<file path="src/bsa_pkg.sv">
// Shared constants, operation codes and the default request record for the step adjuster.
`timescale 1ns / 1ps

package bsa_pkg;

  // Default brightness value width.
  localparam int VALUE_BITS_DEF = 20;
  // Width of the step count register.
  localparam int STEP_BITS = 7;
  // Depth of the queue between the classifier and the arithmetic pipeline.
  localparam int QUEUE_DEPTH = 4;

  // Percent scale and the doubled divisor used for rounding half up.
  localparam int PCT_SCALE = 100;
  localparam int PCT_SCALE_X2 = 2 * PCT_SCALE;

  // Configuration register indexes.
  localparam logic [1:0] REG_VALUE_MIN = 2'd0;
  localparam logic [1:0] REG_VALUE_MAX = 2'd1;
  localparam logic [1:0] REG_STEP_COUNT = 2'd2;

  typedef enum logic [1:0] {
    OP_INC      = 2'd0,
    OP_DEC      = 2'd1,
    OP_INC_FINE = 2'd2,
    OP_DEC_FINE = 2'd3
  } op_t;

  // Classified request at the default width; the top level rebuilds it for its own width.
  typedef struct packed {
    op_t                         op;
    logic [VALUE_BITS_DEF-1:0]   cur;
    logic                        early;
    logic [VALUE_BITS_DEF-1:0]   early_val;
    logic                        a_neg;
    logic [VALUE_BITS_DEF+7:0]   a_prod;
  } item_t;

endpackage

</file>
<file path="src/bsa_fifo.sv">
// Short flop-based queue that decouples the front end from the arithmetic pipeline.
`timescale 1ns / 1ps

module bsa_fifo #(
  parameter int  DEPTH = bsa_pkg::QUEUE_DEPTH,
  parameter type item_t = bsa_pkg::item_t
) (
  input  logic  clk,
  input  logic  rst,
  input  logic  push,
  input  item_t wr_data,
  input  logic  pop,
  output item_t rd_data,
  output logic  full,
  output logic  empty
);

  localparam int PTR_W = (DEPTH > 1) ? $clog2(DEPTH) : 1;
  localparam int CNT_W = $clog2(DEPTH + 1);

  item_t            entries [DEPTH];
  logic [PTR_W-1:0] wr_ptr;
  logic [PTR_W-1:0] rd_ptr;
  logic [CNT_W-1:0] count;

  assign full    = (count == CNT_W'(DEPTH));
  assign empty   = (count == '0);
  assign rd_data = entries[rd_ptr];

  always_ff @(posedge clk) begin
    if (rst) begin
      wr_ptr <= '0;
      rd_ptr <= '0;
      count  <= '0;
    end else begin
      if (push) begin
        wr_ptr <= (wr_ptr == PTR_W'(DEPTH - 1)) ? '0 : wr_ptr + PTR_W'(1);
      end
      if (pop) begin
        rd_ptr <= (rd_ptr == PTR_W'(DEPTH - 1)) ? '0 : rd_ptr + PTR_W'(1);
      end
      if (push && !pop) begin
        count <= count + CNT_W'(1);
      end else if (pop && !push) begin
        count <= count - CNT_W'(1);
      end
    end
    if (push) begin
      entries[wr_ptr] <= wr_data;
    end
  end

  a_no_overflow: assert property (@(posedge clk) disable iff (rst) push |-> !full)
    else $error("queue written while full");
  a_no_underflow: assert property (@(posedge clk) disable iff (rst) pop |-> !empty)
    else $error("queue read while empty");
  a_ptr_match: assert property (@(posedge clk) disable iff (rst)
    (full || empty) |-> wr_ptr == rd_ptr)
    else $error("queue pointers disagree with fill count");

endmodule

</file>
<file path="config.mk">
export PLATFORM = sky130hd
export DESIGN_NAME = bsa_fifo
export DESIGN_NICKNAME = d
export VERILOG_FILES = /design/src/bsa_pkg.sv /design/src/bsa_fifo.sv
export SDC_FILE = /design/constraint.sdc
export NUM_CORES = 1
export LEC_CHECK = 0
export BUFFER_PORTS_ARGS = -buffer_cell sky130_fd_sc_hd__buf_2
export CAP_MARGIN = 20
export CORE_UTILIZATION = 35
export CTS_BUF_LIST = sky130_fd_sc_hd__clkbuf_2
export DETAILED_ROUTE_END_ITERATION = 16
export GPL_TIMING_DRIVEN = 1
export PLACE_DENSITY = 0.53
export SYNTH_ARGS = -nofsm -noshare
export SYNTH_HDL_FRONTEND = slang
export SYNTH_SLANG_ARGS = --single-unit
</file>
<file path="constraint.sdc">
create_clock -name clk -period 3.6 [get_ports clk]
set_input_delay 0.72 -clock clk [delete_from_list [all_inputs] [get_ports clk]]
set_output_delay 0.72 -clock clk [all_outputs]
set_load 0.01 [all_outputs]
</file>
# After elaboration in Yosys (flattened, before gate mapping)
# Memories as Yosys holds them, arrays and structs flattened. A register that Yosys moved wholly into a read port is not among the register bits.
# Index checks and enable logic that the tools add are counted.
dict set report totals {
  reg_bits 7
  latchBits 0
  ramBits 288
  romBits 0
  inputBits 76
  output_inout_bits 74
  n_memories 1
}
dict set report op_classes {
  n_addsub 4
  n_mul 0
  n_div 0
  magnitude_cmp 0
  n_eq_ne 3
  shift 0
  mux 8
  bitwise 0
  reduce_logical 6
}
# memory depth word_bits read_ports rd_clocked_by_memory_dff wr line_no
set mem_list {}
lappend mem_list {entries 4 72 1 1 1 bsa_fifo.sv:21} ;# item_t entries [DEPTH];
# cell n
set ops {}
lappend ops {{2-bit two-way mux} 4}
lappend ops {{3-bit two-way mux} 2}
lappend ops {{2-bit by 1-bit adder with 2-bit output, second input constant} 2}
lappend ops {{2-bit == test, second input constant} 2}
lappend ops {{3-bit by 1-bit adder with 3-bit output, second input constant} 1}
lappend ops {{3-bit == test, second input constant} 1}
lappend ops {{3-bit logical NOT} 1}
lappend ops {{3-bit by 1-bit subtractor with 3-bit output, second input constant} 1}
lappend ops {{1-bit logical AND} 2}
lappend ops {{1-bit logical NOT} 2}
lappend ops {{1-bit two-way mux} 2}
lappend ops {{2-bit nonzero test} 1}

# Depth between registers and ports, before layout
dict set report depth {
  word_depth 4
  depth_mapped 7
}

# Worst setup path after synthesis
# Ideal clock, no wire load.
dict set report synth_path {
  kind {input to register}
  from {input port push}
  to {memory entries[0][0] (netlist name), enable pin}
  setup_ns 0.438
  t_arrival_ns 2.405
  t_required_ns 3.162
  setup_slack_ns 0.757
  cell_stages 1
  n_path_buf 0
  cell_sequence {and2_1}
}
dict set report synth_via {
  elab_chain_len 2
}
# item line_no
set synth_lines {}
lappend synth_lines {{start, declared} bsa_fifo.sv:10} ;# input logic push,
lappend synth_lines {{1-bit two-way mux} bsa_fifo.sv:48} ;# if (push) begin
lappend synth_lines {{1-bit two-way mux (implied by the code)} bsa_fifo.sv:49} ;# entries[wr_ptr] <= wr_data;
lappend synth_lines {{end, declared} bsa_fifo.sv:21}
# No other way between the ends.

==> results.toml <==
[power]
leakage_uw = 0.00446
p_total_uw = 6860
ir_worst_vdd_v = 0.000213
p_per_area_mw_per_mm2 = 535

[synthesis]
avgSynthCellArea_um2 = 26.0
synth.net_count = 503
synth_commonest_cells = "288 x edfxtp_1, 70 x mux4_2, 9 x dfxtp_1"
syn_area_mm2 = 0.0109
netlist_top_cells_area = "edfxtp_1 79%, mux4_2 14%, dfxtp_1 1.7%"
synth.most_common_cell = "edfxtp_1"
synth-seq-cells = 297
yosysWarnings = 0
synth_edf_count = 288
postSynthCellCount = 420
yosysSeqAreaShare_pct = 80.9
ys_types = 20
synth_flop_cell = "edfxtp_1"
yosysTopAreaCell = "edfxtp_1"
synth_top_area_share_pct = 79.3
async_flop_share_pct = 0

[critical_path]
start_kind = "flop"
critPathKind = "reg2out"
worst_path_max_delay_cell = "dfxtp_4"
cp-end-kind = "output port"
crit_path_max_incr_delay_ns = 0.75
arrival_ns = 2.43
cp_data_required_time_ns = 2.88
crit_chain = "buf_4 > mux4_2 > buf_2"
crit_fanout = 36

[run]
drv_cap = 0

[cells_and_area]
fin_nets = 729
multiInputGateArea_mm2 = 0.00188
seqCellArea_mm2 = 0.00884
area_growth_pct = 17.6
fillers = 2748
drive_above_1_share_pct = 50.9
final_util_pct = 41.9

[floorplanning]
boundaryPins = 150
rows = 64
die_width_um = 179
die_h_um = 179
dieArea_mm2 = 0.0319
start_util_pct = 35.7
core_mm2 = 0.0306

[global_routing]
grt_use_total_pct = 14.0
grt_pass1_vias = 5889
grt_overflow = 0
grt_max_degree = 45
antenna_found_initial = 6
grt_pass1_wl_um = 32400

[run_status]
status = "completed"

[route]
drt_wl_total_um = 21400
vias_per_cell = 4.71
drt-initial-drc-count = 249
final_antenna_net_count = 0
dr.pass1.iters = 4
drc_errors = 0
vias = 5178
routedWlPerCell_um = 19.5

[timing]
setup-tns-final_ns = 0
final_hold_viol_count = 0
tightest_slew_ns = 0.753
worst_slack_ns = 0.450
fmax_mhz = 317
period_share_pct = 87.5
skew_ns = 0.0391
fin_crit_ns = 3.15
relSlewSlack_pct = 49.8
setup_viol = 0
final_max_slew_viol_count = 0
rsz0062_at_grt = "false"

[placed_design]
dp_hpwl_um = 12500
gp_congestion = 0.674
pre_cts_slack_ns = 1.20
port_buffers = 149

[clocking]
numCtsBuffers = 79
ctsRootBufferMaster = "clkbuf_2"
cts-resized-gates = 0
cts_tree = "yes"
clockBufferDepth = 3
clock_latency_ns = 0.77
clkTransAtPathRegs_ns = 0.11
clock_sinks = 297
cts.htree.levels = 3

[min_path]
hold_path_class = "in2reg"
stage by stage:
stage	hold slack, ns	instances	cell area (um2)
final	0.147	1100	12800
after global routing	0.0105	1097	12800
after CTS	0.000560	1095	12800
after detailed placement	0.519	958	12100
after global placement	0.480	958	12100
after floorplan	0.460	420	10900
cells in the final DEF, fill, tap and decap left out, drive strengths merged, types with 2 or more instances in the layout:
master	Yosys	routed
nor2	7	7
dfxtp	9	9
clkinv	0	14
buf	15	158
diode	0	4
xor2	2	2
and2	4	4
a21oi	2	2
inv	4	6
dlygate4sd3	0	3
ha	6	6
clkbuf	1	118
nor3b	2	2
mux2i	4	4
edfxtp	288	288
mux4	72	72
state kept, by name, summed over array words and instances (netlist names), named ones only:
name and cells:
entries 288, wr_ptr 2, count 3, rd_ptr 2
kinds of logic after synthesis:
| logic type | synth area share, % |
|---|---|
| muxes | 15.3 |
| AOI/OAI and AO/OA | 0.138 |
| xor gates and xnor gates | 0.161 |
| adders and majority gates | 0.872 |
| and+or+nand+nor | 0.711 |
| buffers and inverters | 1.88 |
| DFF | 80.9 |
where the power goes:
part	switching (uW)	total, uW	internal, uW
sequential	52.1	4000	3950
clock	1280	2210	932
combinational	346	641	295
routing by layer:
| metal | vias to the layer above | track usage [%] | part of all wire (%) |
|---|---|---|---|
| met4 | 4 | 5.61 | 1.8 |
| met5 | - | 0 | 0.13 |
| met3 | 47 | 5.58 | 8.5 |
| met2 | 196 | 22.3 | 49 |
| li1 | 2295 | - | - |
| met1 | 2636 | 16.8 | 41 |
critical path, delay by kind of cell, from the launching register on:
| family | cells | cell delay [ns] |
|---|---|---|
| buffers and inverters | 2 | 0.52 |
| flip-flops | 1 | 0.75 |
| multiplexers | 1 | 0.36 |
area by class of cell:
| type | count | area share, % |
|---|---|---|
| tap | 396 | 3.86 |
| inverter | 4 | 0.117 |
| timing repair buffer | 161 | 7.06 |
| clock inverter | 17 | 0.712 |
| sequential | 297 | 68.9 |
| antenna | 4 | 0.0780 |
| multi-input combinational | 103 | 14.7 |
| clock buffer | 118 | 4.60 |
timing repair:
action                    in CTS  in global routing
hold endpoints to repair       4                  1
hold buffers                   2                  1
setup buffers                  0                  0
path summary, 6_finish.rpt:
check / startpoint / endpoint / slack (ns) / depth (start not counted)
hold reg to reg: rd_ptr[1] / flop / 0.54 / 2
hold / removal: wr_data[10] / entries[1][10] / 0.15 / 1
setup / recovery: flop / rd_data[0] / 0.45 / 3
setup reg to reg: wr_ptr[0] / entries[3][47] / 1.65 / 3
No activity file was read; power rests on OpenSTA's default activity.
