### config.mk
export PLATFORM = sky130hd
export DESIGN_NAME = bsa_front
export DESIGN_NICKNAME = d
export VERILOG_FILES = /design/src/bsa_pkg.sv /design/src/bsa_front.sv
export SDC_FILE = /design/constraint.sdc
export NUM_CORES = 1
export LEC_CHECK = 0
export BUFFER_PORTS_ARGS = -buffer_cell sky130_fd_sc_hd__buf_2
export CAP_MARGIN = 20
export CORE_UTILIZATION = 54
export DETAILED_ROUTE_END_ITERATION = 7
export MAX_ROUTING_LAYER = met4
export PLACE_DENSITY = 0.9
export SLEW_MARGIN = 20
export SYNTH_ARGS = -nofsm -noshare
export SYNTH_HDL_FRONTEND = slang
export SYNTH_SLANG_ARGS = --single-unit
### constraint.sdc
create_clock -name clk -period 10.4 [get_ports clk]
set_clock_uncertainty 0.05 [all_clocks]
set_input_delay 1.56 -clock clk [delete_from_list [all_inputs] [get_ports clk]]
set_output_delay 1.56 -clock clk [all_outputs]
set_load 0.05 [all_outputs]
### src/bsa_pkg.sv
// Shared constants, operation codes and the default request record for the step adjuster.
`timescale 1ns / 1ps

package bsa_pkg;

  // Default brightness value width.
  localparam int VALUE_BITS_DEF = 20;
  // Width of the step count register.
  localparam int STEP_BITS = 7;
  // Depth of the queue between the classifier and the arithmetic pipeline.
  localparam int QUEUE_DEPTH = 4;

  // Percent scale and the doubled divisor used for rounding half up.
  localparam int PCT_SCALE = 100;
  localparam int PCT_SCALE_X2 = 2 * PCT_SCALE;

  // Configuration register indexes.
  localparam logic [1:0] REG_VALUE_MIN = 2'd0;
  localparam logic [1:0] REG_VALUE_MAX = 2'd1;
  localparam logic [1:0] REG_STEP_COUNT = 2'd2;

  typedef enum logic [1:0] {
    OP_INC      = 2'd0,
    OP_DEC      = 2'd1,
    OP_INC_FINE = 2'd2,
    OP_DEC_FINE = 2'd3
  } op_t;

  // Classified request at the default width; the top level rebuilds it for its own width.
  typedef struct packed {
    op_t                         op;
    logic [VALUE_BITS_DEF-1:0]   cur;
    logic                        early;
    logic [VALUE_BITS_DEF-1:0]   early_val;
    logic                        a_neg;
    logic [VALUE_BITS_DEF+7:0]   a_prod;
  } item_t;

endpackage

### src/bsa_front.sv
// Front end: accepts requests, detects the early exits and forms the scaled step numerator.
`timescale 1ns / 1ps

module bsa_front #(
  parameter int  VALUE_BITS = bsa_pkg::VALUE_BITS_DEF,
  parameter type item_t = bsa_pkg::item_t
) (
  input  logic                          clk,
  input  logic                          rst,
  input  logic                          item_valid,
  output logic                          item_stall,
  input  logic [1:0]                    operation,
  input  logic [VALUE_BITS-1:0]         current_value,
  input  logic [VALUE_BITS-1:0]         value_min,
  input  logic [VALUE_BITS-1:0]         value_max,
  input  logic [bsa_pkg::STEP_BITS-1:0] step_eff,
  input  logic                          queue_full,
  output logic                          push,
  output item_t                         item
);

  localparam int A_W = VALUE_BITS + 2;
  localparam int PROD_W = VALUE_BITS + 8;

  logic          held;
  logic          accept;
  item_t         item_next;
  bsa_pkg::op_t  op;
  logic signed [A_W-1:0] a;
  logic [A_W-1:0] a_abs;

  assign item_stall = held && queue_full;
  assign accept     = item_valid && !item_stall;
  assign push       = held && !queue_full;

  always_comb begin
    op = bsa_pkg::op_t'(operation);
    if (op == bsa_pkg::OP_INC) begin
      a = $signed({2'b00, value_max}) - $signed({2'b00, current_value}) - $signed(A_W'(1));
    end else begin
      a = $signed({2'b00, current_value}) - $signed(A_W'(1));
    end
    a_abs = a[A_W-1] ? A_W'(-a) : A_W'(a);

    item_next.op    = op;
    item_next.cur   = current_value;
    item_next.a_neg = a[A_W-1];
    // Step index numerator magnitude; the sign rides along for truncation toward zero.
    item_next.a_prod = PROD_W'(a_abs[VALUE_BITS:0]) * PROD_W'(step_eff);
    item_next.early  = (value_max == '0)
                    || (op == bsa_pkg::OP_INC && current_value == value_max)
                    || (op == bsa_pkg::OP_DEC && current_value == value_min);
    item_next.early_val = (value_max != '0 && op == bsa_pkg::OP_INC) ? value_max : value_min;
  end

  always_ff @(posedge clk) begin
    if (rst) begin
      held <= 1'b0;
    end else if (accept) begin
      held <= 1'b1;
    end else if (push) begin
      held <= 1'b0;
    end
    if (accept) begin
      item <= item_next;
    end
  end

endmodule

# Yosys cells after proc, flatten, opt, wreduce, memory -nomap -nowiden
# Index checks and enable logic that the tools add are counted.
# op_classes
mux,5
n_addsub,4
n_reduce_logical,14
multipliers,1
n_eq_ne,3
# op_table
op,n
20-bit == test,2
21-bit by 7-bit multiplier with 28-bit output,1
22-bit two-way mux,1
21-bit by 2-bit subtractor with 22-bit output (second input constant),1
21-bit two-way mux,1
21-bit negation,1
20-bit by 1-bit subtractor with 21-bit output (second input constant),1
20-bit by 20-bit subtractor with 21-bit output,1
20-bit logical NOT,1
20-bit two-way mux,1
20-bit nonzero test,1
1-bit logical AND,6
2-bit by 1-bit == test with 1-bit output (second input constant),1
1-bit logical NOT,2
2-bit logical NOT,1
1-bit logical OR,2
1-bit two-way mux,2
2-bit nonzero test,1
# word_totals
elab_cells,34
regBits,73
in_bits,73
out_inout_bits,74

# Depth between registers and ports, before layout
# Gate-level depths: netlist of run 1.
# logic_depth
word_depth,6
ltp_mapped,39
depth_no_buf,38

# Worst setup path before layout of run 1
# OpenSTA, ideal clock, no wires.
# synth_timing
kind,input -> register
startpoint,in current_value[3]
endpoint,reg item[27] (netlist bit) (data pin)
required_time_ns,10.090
path_buffers,2
t_arrival_ns,9.479
stages,35
setup_ns,0.260
slack_ns,0.612
cell_sequence,clkbuf_1 -> inv_1 -> ha_1 -> o21a_1 -> o31a_1 -> o211ai_1 -> or2_1 -> nor3_1 -> and4_1 -> o2111ai_1 -> nor3_1 -> o21ai_2 -> inv_1 -> buf_2 -> nand2_1 -> xor2_1 -> nor2b_1 -> fa_1 -> fa_1 -> fa_1 -> inv_1 -> fa_1 -> inv_1 -> ha_1 -> a21o_1 -> a21o_1 -> a21oi_1 -> o22ai_1 -> a2111oi_0 -> o311ai_0 -> a31oi_1 -> o21bai_1 -> a21oi_1 -> a21oi_1 -> xnor2_1
# synth_lines
item,line,source
"start, declared",bsa_front.sv:13,"input logic [VALUE_BITS-1:0] current_value,"
"end signal, assigned",bsa_front.sv:65,item <= item_next;
"end, declared",bsa_front.sv:19,output item_t item

==> results of run 1 <==
-- area by class of cell --
type,count,area [sq um],area share
Multi-Input combinational cell,853,7280,0.628
Sequential cell,73,2180,0.188
Timing Repair Buffer,191,1070,0.0921
Inverter,125,469,0.0404
Tap cell,229,287,0.0247
Clock buffer,14,274,0.0236
Clock inverter,2,37.5,0.00324
Antenna cell,1,2.50,0.000216
-- per-layer routing --
layer  GRT usage  up-vias  wire [um]
li1            -     4057          -
met1       0.377     4297      10600
met2       0.478      440      13000
met3      0.0575       63       2290
met4       0.115        0        916
met5           -        -          0
-- sequential cells by signal, indices dropped and copies added, names as in the netlist --
name,cells
item,72
held,1
-- cells by family after synthesis --
kind of cell / share of synthesized area
AND/OR/NAND/NOR: 0.218
buffers and inverters: 0.0602
XOR/XNOR: 0.0807
flip-flops: 0.218
multiplexers: 0.0264
AO/OA/AOI/OAI: 0.120
adder cells (fa/ha/maj): 0.277
-- placed cells by master, fill, tap and decap left out, types with 4 or more instances in the layout --
| cell | synthesis | final |
|---|---|---|
| xnor2_1 | 70 | 69 |
| and3_1 | 7 | 7 |
| clkbuf_16 | 0 | 9 |
| o31ai_1 | 8 | 8 |
| a21oi_1 | 42 | 42 |
| inv_1 | 125 | 125 |
| a211oi_1 | 5 | 4 |
| o21bai_1 | 4 | 4 |
| and4_1 | 4 | 4 |
| nor2b_1 | 70 | 69 |
| mux2i_1 | 5 | 5 |
| nand2_1 | 64 | 64 |
| nand2b_1 | 21 | 21 |
| buf_2 | 1 | 146 |
| a31oi_1 | 9 | 9 |
| o211ai_1 | 4 | 4 |
| o21ai_1 | 4 | 6 |
| ha_1 | 69 | 69 |
| nand3_1 | 21 | 21 |
| o31a_1 | 4 | 4 |
| edfxtp_1 | 72 | 72 |
| nor3_1 | 34 | 31 |
| or4_1 | 4 | 4 |
| o21a_1 | 11 | 11 |
| or3_1 | 10 | 10 |
| xor2_1 | 22 | 20 |
| buf_4 | 0 | 45 |
| nand4_1 | 11 | 11 |
| nor4_1 | 16 | 15 |
| and2_1 | 65 | 65 |
| nor2_1 | 55 | 54 |
| mux2_2 | 17 | 17 |
| o21ai_0 | 30 | 27 |
| a21o_1 | 12 | 12 |
| fa_1 | 95 | 95 |
| or2_2 | 8 | 8 |
-- cell usage after synthesis, drive strengths merged, types with 6 or more instances --
cell    instances  area share
fa             95        0.19
nor4           17       0.011
xnor2          70       0.061
nor2b          70       0.044
clkbuf         31       0.012
o21a           11      0.0083
nand2b         21       0.013
mux2i           6      0.0073
nor2           55       0.021
and3            7      0.0044
nor3           34       0.017
o21ai          35       0.018
a21oi          42       0.021
xor2           22       0.019
nand4          11      0.0069
or3            11      0.0074
a31oi           9      0.0056
inv           125       0.047
a211oi          6      0.0050
o31ai          10      0.0085
or2             9      0.0056
nand2          64       0.024
nand3          22       0.012
mux2           17       0.019
edfxtp         72        0.22
and2           65       0.041
ha             69       0.086
a21o           12      0.0090
-- critical path, delay by kind of cell --
kind	cells	cell delay, ns
adder cells (fa/ha/maj)	7	3.11
XOR/XNOR	1	0.09
AND/OR/NAND/NOR	8	1.25
AO/OA/AOI/OAI	15	2.97
buffers and inverters	9	1.13
-- stage by stage --
step,total power [uW],cell area (sq um)
floorplan,2350,9990
global placement,2890,11200
detailed placement,2970,11200
CTS,3340,11500
global route,3680,11600
finish,3380,11600
-- worst max-delay path by stage --
| stage | start | end | slack [ns] | cells after the start |
|---|---|---|---|---|
| global placement | current_value[3] | item[26]$_DFFE_PP_ | 0.26 | 36 |
| floorplan | current_value[3] | item[27]$_DFFE_PP_ | 0.61 | 35 |
| detailed placement | current_value[3] | item[26]$_DFFE_PP_ | -0.01 | 36 |
| finish | value_max[0] | item[26]$_DFFE_PP_ | 0.33 | 40 |
| CTS | value_max[0] | item[26]$_DFFE_PP_ | 0.22 | 39 |
| global route | value_max[0] | item[26]$_DFFE_PP_ | -0.06 | 40 |
-- power by group --
part / internal, uW / switching (uW) / total [uW]
Combinational: 1070 / 1460 / 2530
Clock: 206 / 128 / 334
Sequential: 498 / 14.3 / 513
-- what timing repair did --
action	CTS	global route
hold buffers	0	0
setup endpoints to repair	0	4
setup buffers	0	3
gates resized for setup	0	13
==> reports/results.ini, run 1 <==
[final_layout]
final_core_utilization=0.644
fin_cells=1488
nNetsFinal=1490
drive_above_1_share=0.203
fill_cells=1405
area_growth_pct=16.1

[setup_path]
cp-end-kind=flop
r2r_cells=3
required_ns=10.44
slowest_stage=fa_1
critPathLaunchType=input port
slowest_delay_ns=0.58
crit_fanout=10
r2r_end=item[25]$_DFFE_PP_
worstSetupPathType=input port to flop
worstPathArrival_ns=10.11
worstReg2RegStart=held$_SDFFE_PP0P_
reg2reg_slack_ns=8.59

[logic_synthesis]
synth_cells=1084
ys_ff_latch=73
syn-num-nets=1321
syn_area_sq_mm=0.00999
yosysWarnings=0
synth_edf_count=72
synth-seq-area-share=0.218
ys_types=68
syn_area_per_cell_sq_um=9.22
ys.flop_type=edfxtp_1
async_reset_ff_frac=0

[global_routing]
antenna_found_initial=1
grt_pass1_vias=8924
grt.overflow.total=0
grt_pass1_wl_um=44600
globalRouteTotalUtil=0.300
grt_max_degree=73

[placement]
dp_hpwl_um=21100
port_buffers=146
place_ws_ns=-0.0145
gp_congestion=0.934
dp_cells=1468

[routing]
drt-wirelength-per-cell_um=18.1
ant_nets=0
drc_errors=0
vias_per_cell=5.95
drt-total-wl_um=26900
via_count=8857
drt_first_pass_iters=5
drtIter0Drc=695

[worst_hold_path]
worstHoldStart=held$_SDFFE_PP0P_
min_to=held$_SDFFE_PP0P_
worstHoldPathType=flop to flop
min_path_cells=3

[floorplan]
core_sq_mm=0.0180
fp.dieW_um=138
die_h_um=138
rows=49
start_util=0.554
die-area_sq_mm=0.0190
ios=147

[clock_tree]
cts_tree=built
htreeDepth=3
cts_sinks=73
path_clk_slew_ns=0.06
cts_made_buffers=9
cts-root-buf=clkbuf_16
clock_latency_ns=0.34
cts.path.max_buffers=2

[timing]
period_share=0.968
fin_hold_ws_ns=0.626
fin_ws_ns=0.334
setup_tns_ns=0
maxSlewHeadroom=0.270
drv_slew=0
max_clock_freq_ghz=0.0993
setup_viol=0
min_period_ns=10.07
hold_viol=0
worst_pin_slew_ns=1.09

[power]
ir_drop_mv=0.362
cellLeakagePower_uw=0.00520
cellPowerDensity_mw_per_mm2=291

[status]
status=complete, no violations

[job]
drv_cap=0

(Power assumes the default switching activity.)
==> inputs of run 2 (changes only) <==
CORE_UTILIZATION = 60   (was 54)
PLACE_DENSITY = 0.94   (was 0.9)
clock period = 10.7 ns   (was 10.4 ns; I/O delays follow)
==> run 2 against run 1 <==
Against the previous run:
- critical path depth decreased by 4
- critical endpoint unchanged
- critical path type unchanged
- largest cell class unchanged
- clock-buffer cell count decreased by 3
- final cell count shrank 2.2%
- non-clock buffer count down 22
- clock power is 6.9% lower
- global-route usage is 3.7 points higher
==> reports/results.ini, run 2 (synthesis gave the netlist of run 1 again) <==
[floorplan]
ios=147
start_util=0.622
fp.dieW_um=131
core_sq_mm=0.0161
die-area_sq_mm=0.0172
rows=46
die_h_um=131

[timing]
maxSlewHeadroom=0.278
max_clock_freq_ghz=0.0979
period_share=0.955
hold_viol=0
setup_viol=0
worst_pin_slew_ns=1.08
drv_slew=0
min_period_ns=10.22
setup_tns_ns=0
fin_hold_ws_ns=0.615

[final_layout]
area_growth_pct=14.0
multi_input_area_sq_mm=0.00726
largestRegisters=item: 72 flops, held: 1 flops
seqCellArea_sq_mm=0.00218
fin_cells=1455
fill_cells=1139
largest_reg_flops=72
nNetsFinal=1468
final_cell_mix=buf_2 (146), inv_1 (125), fa_1 (95), edfxtp_1 (72)
drive_above_1_share=0.187
final_core_utilization=0.709
final_common_cell=buf_2
top_register=item

[setup_path]
worstSetupPathType=input port to flop
cp-end-kind=flop
slowest_stage=fa_1
required_ns=10.76
cp_num_cells=36
r2r_cells=3
crit_top_cell=fa_1
critPathLaunchType=input port
crit_fanout=12
path_delay_family=compound AO/OA/AOI/OAI gates
slowest_delay_ns=0.55
path_buf_inv=7
worstPathArrival_ns=10.28

[global_routing]
grt_pass1_wl_um=43000
globalRouteTotalUtil=0.336
grt.overflow.total=0
grt_pass1_vias=8869
grt_max_degree=73
antenna_found_initial=3

[power]
power_uw=3150
cellPowerDensity_mw_per_mm2=277
cellLeakagePower_uw=0.00509
ir_drop_mv=0.323

[clock_tree]
cts-root-buf=clkbuf_16
cts_made_buffers=9
clock_latency_ns=0.35
postCtsHoldBufs=0
cts.path.max_buffers=2
path_clk_slew_ns=0.06
cts_tree=built
htreeDepth=3
cts_sinks=73

[routing]
drc_errors=0
vias_per_cell=6.10
ant_nets=0
drt_first_pass_iters=7
drt-total-wl_um=26500
drt-wirelength-per-cell_um=18.2
via_count=8877
drtIter0Drc=775

[worst_hold_path]
worstHoldPathType=flop to flop
min_path_cells=3

[placement]
dp_hpwl_um=20800
gp_congestion=0.974
port_buffers=146
dp_cells=1435

[job]
drv_cap=0

[status]
status=complete, no violations

run 2: changes by cell type in the layout (fill, tap and decap cells not counted), moves of 2 or more:
| cell | before | now |
|---|---|---|
| clkbuf_8 | 3 | 1 |
| diode_2 | 1 | 3 |
| buf_4 | 45 | 23 |
| clkinv_2 | 0 | 2 |
run 2: what timing repair did:
action                                  in CTS  in global routing
endpoints found under the setup margin       0                  4
buffers inserted                             0                  1
resized for setup                            0                  8
run 2: final timing paths:
check	slack, ns	from	end
worst min register to register	0.61	held$_SDFFE_PP0P_	held$_SDFFE_PP0P_
worst max register to register	8.90	held$_SDFFE_PP0P_	item[25]$_DFFE_PP_
worst max-delay path	0.48	current_value[0]	item[26]$_DFFE_PP_
worst min-delay path	0.61	held$_SDFFE_PP0P_	held$_SDFFE_PP0P_
run 2: where the power goes:
group | leakage, uW | internal [uW] | switching, uW | total (uW)
combinational | 0.00424 | 944 | 1400 | 2350
sequential | 0.000707 | 484 | 13.6 | 498
clock | 0.000146 | 187 | 124 | 311
run 2: final cells by class:
| type | count | area share |
|---|---|---|
| inverter | 125 | 0.0412 |
| timing repair buffer | 169 | 0.0793 |
| multi-input combinational | 853 | 0.637 |
| antenna | 3 | 0.000659 |
| clock buffer | 11 | 0.0213 |
| tap | 216 | 0.0237 |
| clock inverter | 5 | 0.00494 |
| sequential | 73 | 0.192 |
run 2: metrics by stage:
stage | setup WS [ns] | area [sq um]
floorplan | 0.867 | 9990
global placement | 0.318 | 11000
detailed placement | 0.0180 | 11000
CTS | 0.359 | 11300
global route | -0.00563 | 11400
finish | 0.481 | 11400
run 2: per-layer routing:
metal / vias up / track usage / share of wire
met3: 114 / 0.0831 / 0.099
met2: 505 / 0.540 / 0.47
met4: 0 / 0.149 / 0.038
met1: 4244 / 0.400 / 0.39
met5: - / - / 0
li1: 4014 / - / -
run 2: worst reg2reg max path: cells and delay by family (launching register included):
kind | cells | cell delay [ns]
simple gates | 2 | 0.29
buf+inv | 1 | 0.73
flops | 1 | 0.30
==> inputs of run 3 (changes only) <==
CORE_UTILIZATION = 55   (was 60)
PLACE_DENSITY = 0.88   (was 0.94)
clock period = 10.3 ns   (was 10.7 ns; I/O delays follow)
==> run 3 against run 2 <==
Against the previous run:
- cell area is 1.7% higher
- final cell count is 1.6% higher
- clock-buffer cell count fell by 2
- critical path type unchanged
- first-iteration DRC count fell by 21%
- highest routed layer unchanged
- via count shrank 0.63%
- non-clock buffer count increased by 16
- worst hold slack improved by 0.022 ns
==> reports/results.ini, run 3 (synthesis gave the netlist of run 1 again) <==
[status]
status=complete, no violations

[routing]
ant_nets=0
vias_per_cell=5.96
drc_errors=0
via_count=8821
drt-wirelength-per-cell_um=18.1
drtIter0Drc=612
drt-total-wl_um=26800
drt_first_pass_iters=5

[global_routing]
grt.overflow.total=0
grt_pass1_vias=8820
globalRouteTotalUtil=0.310
grt_pass1_wl_um=43400
antenna_found_initial=1
grt_max_degree=73

[worst_hold_path]
min_to=held$_SDFFE_PP0P_
worstHoldStart=held$_SDFFE_PP0P_
min_path_cells=3
worstHoldPathType=flop to flop

[setup_path]
worstSetupPathType=input port to flop
worstReg2RegStart=held$_SDFFE_PP0P_
r2r_cells=3
slowest_delay_ns=0.54
worstPathArrival_ns=9.91
critPathLaunchType=input port
reg2reg_slack_ns=8.52
cp-end-kind=flop
required_ns=10.36
crit_top_cell=fa_1
crit_fanout=6
startpoint=current_value[1]
slowest_stage=fa_1
r2r_end=item[25]$_DFFE_PP_

[timing]
drv_slew=0
setup_viol=0
min_period_ns=9.85
worst_pin_slew_ns=1.08
period_share=0.956
hold_viol=0
maxSlewHeadroom=0.277
fin_hold_ws_ns=0.637
max_clock_freq_ghz=0.102

[clock_tree]
htreeDepth=3
cts.path.max_buffers=2
postCtsHoldBufs=0
cts_sinks=73
cts_made_buffers=9
cts_tree=built
path_clk_slew_ns=0.06
clock_latency_ns=0.35
cts-root-buf=clkbuf_16

[floorplan]
fp.dieW_um=137
die_h_um=137
start_util=0.570
ios=147
core_sq_mm=0.0175
die-area_sq_mm=0.0187
rows=48

[final_layout]
fill_cells=1369
multi_input_area_sq_mm=0.00733
nNetsFinal=1484
top_register=item
drive_above_1_share=0.206
largest_reg_flops=72
area_growth_pct=16.0
largestRegisters=item: 72 flops, held: 1 flops
seqCellArea_sq_mm=0.00218
final_cell_mix=buf_2 (146), inv_1 (124), fa_1 (95), edfxtp_1 (72), ha_1 (69)
final_common_cell=buf_2

[power]
cellLeakagePower_uw=0.00518
power_uw=3340
ir_drop_mv=0.344
cellPowerDensity_mw_per_mm2=288

[placement]
gp_congestion=0.979
dp_hpwl_um=21100
port_buffers=146

[job]
drv_cap=0

run 3: changes by cell type in the layout (fill, tap and decap cells not counted), sizes merged:
cell      previous run  this run
buf                169       185
clkbuf              11         9
diode                3         2
clkinv               3         4
clkinvlp             1         2
run 3: metrics by stage:
step | setup TNS (ns) | setup WS (ns) | cell area, sq um | std cells | utilization
after global routing | -0.0660 | -0.0660 | 11600 | 1478 | 0.661
after floorplan | 0 | 0.527 | 9990 | 1084 | -
final | 0 | 0.449 | 11600 | 1479 | 0.661
after global placement | 0 | 0.254 | 11200 | 1460 | 0.637
after CTS | 0 | 0.262 | 11500 | 1476 | 0.654
after detailed placement | -0.0532 | -0.0532 | 11200 | 1460 | 0.637
run 3: how the worst max path moves through the flow:
stage,end,slack [ns]
3_5_place_dp,item[26]$_DFFE_PP_,-0.05
4_1_cts,item[26]$_DFFE_PP_,0.26
6_report,item[26]$_DFFE_PP_,0.45
3_3_place_gp,item[26]$_DFFE_PP_,0.25
2_1_floorplan,item[27]$_DFFE_PP_,0.53
5_1_grt,item[26]$_DFFE_PP_,-0.07
run 3: repair_timing:
item                       4_1_cts  5_1_grt
gates resized for setup          0       23
buffers inserted                 0        1
setup endpoints to repair        0        6
run 3: critical path, delay by kind of cell:
| family | cells | cell delay (ns) |
|---|---|---|
| AO/OA/AOI/OAI | 13 | 3.05 |
| XOR/XNOR | 2 | 0.50 |
| adder cells (fa/ha/maj) | 6 | 2.64 |
| buffers and inverters | 5 | 0.53 |
| AND/OR/NAND/NOR | 7 | 1.64 |
run 3: area by class of cell:
cell class	count	share of cell area
Antenna cell	2	0.000432
Clock buffer	9	0.0194
Clock inverter	7	0.00615
Inverter	125	0.0405
Multi-Input combinational cell	853	0.633
Sequential cell	73	0.188
Tap cell	225	0.0243
Timing Repair Buffer	185	0.0883
run 3: layer usage:
| layer | vias to the layer above | global-route usage | routed length [um] |
|---|---|---|---|
| li1 | 4045 | - | - |
| met1 | 4312 | 0.393 | 10800 |
| met2 | 402 | 0.500 | 13000 |
| met3 | 62 | 0.0548 | 2300 |
| met4 | 0 | 0.109 | 728 |
| met5 | - | - | 0 |
run 3: report_power, final:
| part | internal (uW) | total [uW] | switching (uW) |
|---|---|---|---|
| registers | 503 | 519 | 16.0 |
| logic | 1030 | 2500 | 1470 |
| clock network | 187 | 322 | 135 |
| total | 1720 | 3340 | 1620 |
